--- config.mk ---
export PLATFORM = sky130hd
export DESIGN_NAME = rfa_unit
export DESIGN_NICKNAME = d
export VERILOG_FILES = /design/src/rtl/rational_fraction_alu_macros.svh /design/src/rtl/rfa_pkg.sv /design/src/rtl/rfa_unit.sv
export SDC_FILE = /design/constraint.sdc
export NUM_CORES = 2
export LEC_CHECK = 0
export BUFFER_PORTS_ARGS = -buffer_cell sky130_fd_sc_hd__buf_2
export CORE_MARGIN = 5
export CORE_UTILIZATION = 30
export DETAILED_ROUTE_END_ITERATION = 10
export GPL_TIMING_DRIVEN = 0
export PLACE_DENSITY = 0.45
export REMOVE_ABC_BUFFERS = 1
export SYNTH_ARGS = -nofsm -noshare
export SYNTH_HDL_FRONTEND = slang
export SYNTH_SLANG_ARGS = --single-unit
--- constraint.sdc ---
create_clock -name clk -period 22.2 [get_ports clk]
set_clock_uncertainty 0.1 [all_clocks]
set_input_delay 3.33 -clock clk [delete_from_list [all_inputs] [get_ports clk]]
set_output_delay 3.33 -clock clk [all_outputs]
set_load 0.005 [all_outputs]
--- src/rtl/rational_fraction_alu_macros.svh ---
// Assertion macros for the rational fraction ALU.
// Used by the top level only; needs nothing else.
`ifndef RATIONAL_FRACTION_ALU_MACROS_SVH
`define RATIONAL_FRACTION_ALU_MACROS_SVH

// same-cycle implication
`define RFA_ASSERT_IMP(lbl, ck, rst_n, ante, cons, msg) \
	lbl: assert property (@(posedge ck) disable iff (!rst_n) (ante) |-> (cons)) \
		else $error(msg);

// next-cycle implication
`define RFA_ASSERT_NXT(lbl, ck, rst_n, ante, cons, msg) \
	lbl: assert property (@(posedge ck) disable iff (!rst_n) (ante) |=> (cons)) \
		else $error(msg);

`endif

--- src/rtl/rfa_pkg.sv ---
// Shared types and codes for the rational fraction ALU.
// No dependencies; used by rfa_unit, rational_fraction_alu and the testbench.
`timescale 1ns / 1ps

package rfa_pkg;

	localparam logic [1:0] K_ADD = 2'd0;
	localparam logic [1:0] K_SUB = 2'd1;
	localparam logic [1:0] K_MUL = 2'd2;
	localparam logic [1:0] K_DIV = 2'd3;

	localparam logic [1:0] ST_OK       = 2'd0;
	localparam logic [1:0] ST_BAD_DEN  = 2'd1;
	localparam logic [1:0] ST_DIV_ZERO = 2'd2;
	localparam logic [1:0] ST_OVERFLOW = 2'd3;

	localparam int DIV_NARROW = 32;
	localparam int DIV_WIDE   = 64;

	typedef enum logic [2:0] {
		UOP_GCD = 3'b001,
		UOP_DIV = 3'b010,
		UOP_MUL = 3'b100
	} uop_t;

	typedef struct packed {
		logic start;
		uop_t op;
		logic wide;   // 64-step divide; 32-step otherwise
	} unit_cmd_t;

	typedef struct packed {
		logic done;
		logic busy;
	} unit_rsp_t;

endpackage

--- src/rtl/rfa_unit.sv ---
// Shared arithmetic unit: binary GCD, restoring divide, 32x32 multiply.
// One step per cycle. Depends on rfa_pkg.
`timescale 1ns / 1ps

module rfa_unit import rfa_pkg::*; (
	input  logic        clk,
	input  logic        arst_n,
	input  unit_cmd_t   cmd,
	input  logic [63:0] opa,
	input  logic [63:0] opb,
	output unit_rsp_t   rsp,
	output logic [63:0] result
);

	typedef enum logic [6:0] {
		U_IDLE = 7'b0000001,
		U_TWO  = 7'b0000010,
		U_AODD = 7'b0000100,
		U_LOOP = 7'b0001000,
		U_FIX  = 7'b0010000,
		U_DIV  = 7'b0100000,
		U_MUL  = 7'b1000000
	} ustate_t;

	ustate_t     state_q;
	logic        done_q;
	logic [5:0]  k_q;
	logic [6:0]  cnt_q;
	logic [63:0] a_q;
	logic [63:0] b_q;
	logic [63:0] rem_q;

	logic [64:0] trial;
	logic [64:0] sub;
	logic        ge;
	logic [63:0] prod;

	assign trial = {rem_q, a_q[63]};
	assign sub   = trial - {1'b0, b_q};
	assign ge    = trial >= {1'b0, b_q};
	assign prod  = {32'b0, a_q[31:0]} * {32'b0, b_q[31:0]};

	always_ff @(posedge clk or negedge arst_n) begin
		if (!arst_n) begin
			state_q <= U_IDLE;
			done_q  <= 1'b0;
			k_q     <= '0;
			cnt_q   <= '0;
			a_q     <= '0;
			b_q     <= '0;
			rem_q   <= '0;
		end else begin
			done_q <= 1'b0;
			case (state_q)
				U_IDLE: begin
					if (cmd.start) begin
						b_q   <= opb;
						rem_q <= '0;
						k_q   <= '0;
						case (cmd.op)
							UOP_GCD: begin
								a_q     <= opa;
								state_q <= U_TWO;
							end
							UOP_DIV: begin
								// narrow divide: dividend bits enter from the top
								a_q     <= cmd.wide ? opa : {opa[31:0], 32'b0};
								cnt_q   <= cmd.wide ? 7'(DIV_WIDE) : 7'(DIV_NARROW);
								state_q <= U_DIV;
							end
							UOP_MUL: begin
								a_q     <= opa;
								state_q <= U_MUL;
							end
							default: state_q <= U_IDLE;
						endcase
					end
				end
				U_TWO: begin
					if (a_q[0] | b_q[0]) begin
						state_q <= U_AODD;
					end else begin
						a_q <= a_q >> 1;
						b_q <= b_q >> 1;
						k_q <= k_q + 6'd1;
					end
				end
				U_AODD: begin
					if (a_q[0]) begin
						state_q <= U_LOOP;
					end else begin
						a_q <= a_q >> 1;
					end
				end
				U_LOOP: begin
					// a stays odd; b shrinks to zero
					if (b_q == '0) begin
						state_q <= U_FIX;
					end else if (!b_q[0]) begin
						b_q <= b_q >> 1;
					end else if (a_q > b_q) begin
						a_q <= b_q;
						b_q <= a_q - b_q;
					end else begin
						b_q <= b_q - a_q;
					end
				end
				U_FIX: begin
					if (k_q == '0) begin
						done_q  <= 1'b1;
						state_q <= U_IDLE;
					end else begin
						a_q <= a_q << 1;
						k_q <= k_q - 6'd1;
					end
				end
				U_DIV: begin
					a_q   <= {a_q[62:0], ge};
					rem_q <= ge ? sub[63:0] : trial[63:0];
					cnt_q <= cnt_q - 7'd1;
					if (cnt_q == 7'd1) begin
						done_q  <= 1'b1;
						state_q <= U_IDLE;
					end
				end
				U_MUL: begin
					a_q     <= prod;
					done_q  <= 1'b1;
					state_q <= U_IDLE;
				end
				default: state_q <= U_IDLE;
			endcase
		end
	end

	assign rsp.done = done_q;
	assign rsp.busy = (state_q != U_IDLE);
	assign result   = a_q;

endmodule

==> out/metrics.cfg <==
[synth]
synth_xor_area_frac=0.02621
async_flop_share=1.000
postSynthCellCount=7008
post-synth-top-count-cell=inv_1
synth_top_area_frac=0.3191
synth-edff-count=0
muxShareOfSynthArea=0.01181
synth_top_family_by_area=adder cells
synth_flop_cell=dfrtp_1
synth.top_cells.by_count=inv_1, fa_1, nor2_1
ys_seq_elements=213
yosys-top-cells-area=fa_1, ha_1, dfrtp_1
synth_fa_ha_area_frac=0.4283
synth.largest_area_cell=fa_1
seq_area_frac_synth=0.09442
synth_compound_area_frac=0.1734
synthSimpleGateAreaFrac=0.1637
avgSynthCellArea_um2=8.057
syn-cell-area_um2=56470
yosysWarnings=0
ys_types=91

[routing]
wire_per_inst_um=28.01
vias=52210
first_pass_iters=10
drt-total-wl_um=263200
drtIter0Drc=4634
avgViaCountPerCell=5.556
ant_nets=0
drc=0

[critical_path]
arrival_ps=11190
crit_buf_inv=5
cp.required_ps=22610
cp_slowest_stage_delay_ps=1330
crit_slowest_cell=clkinv_1
cp_top_family=adder cells
crit_chain=clkinv_1 -> nor2_1 -> fa_1 -> fa_1 -> fa_1 -> inv_1 -> fa_1 -> inv_1 -> fa_1 -> inv_1 -> fa_1 -> inv_1 -> fa_1 -> fa_1 -> ha_1 -> and3_1 -> nand3_1 -> nor4b_1 -> o21a_1 -> o21ai_0 -> xor2_1 -> o21ai_0 -> o21ai_0 -> o21ai_0
crit_type=flop to flop
cp_common_cell=fa_1
cp_max_fo=28
cp-start-kind=flop
cp-end-kind=flop

[grt]
track_usage=0.2611
grt_max_degree=92
met2_usage=0.4259
met1_usage=0.3440
grt_busiest_layer=met2
grt_pass1_vias=53520
grt_overflow=0
grt_pass1_wl_um=381800
grtUsageMet3=0.03467
antenna_found_initial=10

[clock_tree]
cts_buffers=31
postCtsHoldBufs=0
cts_tree=built
cts_sinks=213
cts_setup_buffers=0
clk_pin_slew_ps=60
clkLatencyLatePin_ps=640
h-tree-depth=1
cts_root_buffer=clkbuf_16
clockBufferDepth=3
post_cts_resized=0

[place]
place.gp.congestion=0.9762
portBuffers=200
dp_cells=9331
hpwl_um=209300

[timing]
maxSlewHeadroom=-0.001754
hold_violations=0
setup_violations=0
rsz0062_at_grt=false
tightest_slew_ps=1503
period_share=0.4854
finalMaxSlewViolations=19
min_period_ps=10780
fmax_mhz=92.80

[cells_and_area]
area_growth_pct=8.888
multiInputGateArea_um2=45530
num-fill-cells=20050
final_layout_size_suffix_gt1_frac=0.06250
seqCellArea_um2=5370
fin_nets=8400
finalNonFillerCells=9396

[floorplan]
core-area_um2=187600
die_x_um=443.8
die_h_um=443.8
pin_count=201
start_util=0.3010
die-area_um2=197000
rows=159

[worst_hold_path]
min_path_type=flop to flop

[run]
maxCapViolations=1

[outcome]
status=complete, but fails checks
violations=max-capacitance violations, max-slew violations

[per-stage QoR]
step / TNS (ps) / util / instance area, µm² / worst slack [ps] / hold slack (ps)
after floorplan: 0 / - / 54660 / 13760 / 375.1
after global placement: -31180 / 0.3133 / 58780 / -1680 / 395.9
after detailed placement: 0 / 0.3215 / 60310 / 11300 / 406.8
after CTS: 0 / 0.3272 / 61380 / 11250 / 418.4
after global routing: 0 / 0.3277 / 61470 / 11170 / 462.1
final: 0 / 0.3277 / 61490 / 11420 / 419.0
[worst register-to-register path, delay by kind of cell (launching register included)]
kind,cells,cell delay [ps]
compound gates,5,1350
xor+xnor,1,600
fa+ha+maj,9,4450
buf+inv,5,1580
flops,1,960
simple gates,4,1620
[layer usage]
metal	vias to the layer above	part of all wire
li1	22780	-
met1	27070	0.42
met2	1958	0.46
met3	399	0.064
met4	4	0.059
met5	-	0.00010
[kinds of logic (layout without fill, tap and decap cells)]
group,Yosys count,count (layout)
and+or+nand+nor,2159,2159
AOI/OAI and AO/OA,1507,1507
buffers and inverters,1501,1389
adders and majority gates,1393,1393
DFF,213,213
xor gates and xnor gates,169,169
muxes,66,66
other,0,5
[flip-flops by register name, indices dropped and copies added, names as in the netlist]
| signal | cells |
|---|---|
| b_q | 64 |
| cnt_q | 7 |
| done_q | 1 |
| k_q | 6 |
| rem_q | 64 |
| result | 64 |
| state_q | 7 |
[path summary, 6_finish.rpt]
check,from,to,slack (ps),depth (start not counted)
hold reg to reg,rem_q[18],rem_q[18],420,2
min in group asynchronous,arst_n,cnt_q[1],2500,1
hold / removal,rem_q[18],rem_q[18],420,2
max in group asynchronous,arst_n,result[20],18180,3
setup / recovery,b_q[7],result[40],11420,24
setup reg to reg,b_q[7],result[40],11420,24
[layout by cell type (no fill, tap or decap), types with 45 or more instances in the layout]
cell type / instances
xor2_1: 63
a211oi_1: 62
o21ai_0: 324
buf_2: 199
o21bai_1: 47
nand4_1: 87
ha_1: 493
a221oi_1: 46
a31oi_1: 51
mux2i_1: 61
fa_1: 900
nor3_1: 53
nand3_1: 110
o211ai_1: 45
a21o_1: 112
nand2_1: 828
nor2_1: 843
dfrtp_1: 183
a222oi_1: 62
inv_1: 1023
a21oi_1: 431
xnor2_1: 106
[area by class of cell]
cell class                      instances  area share
Antenna cell                            5   0.0002035
Clock buffer                           43     0.01433
Clock inverter                         14    0.002951
Inverter                             1056     0.06449
Multi-Input combinational cell       5294      0.7405
Sequential cell                       213     0.08734
Tap cell                             2495     0.05077
Timing Repair Buffer                  276     0.03944
Power is not shown: default switching activity piles up to over one toggle a cycle in this logic, so the estimate is an artifact.
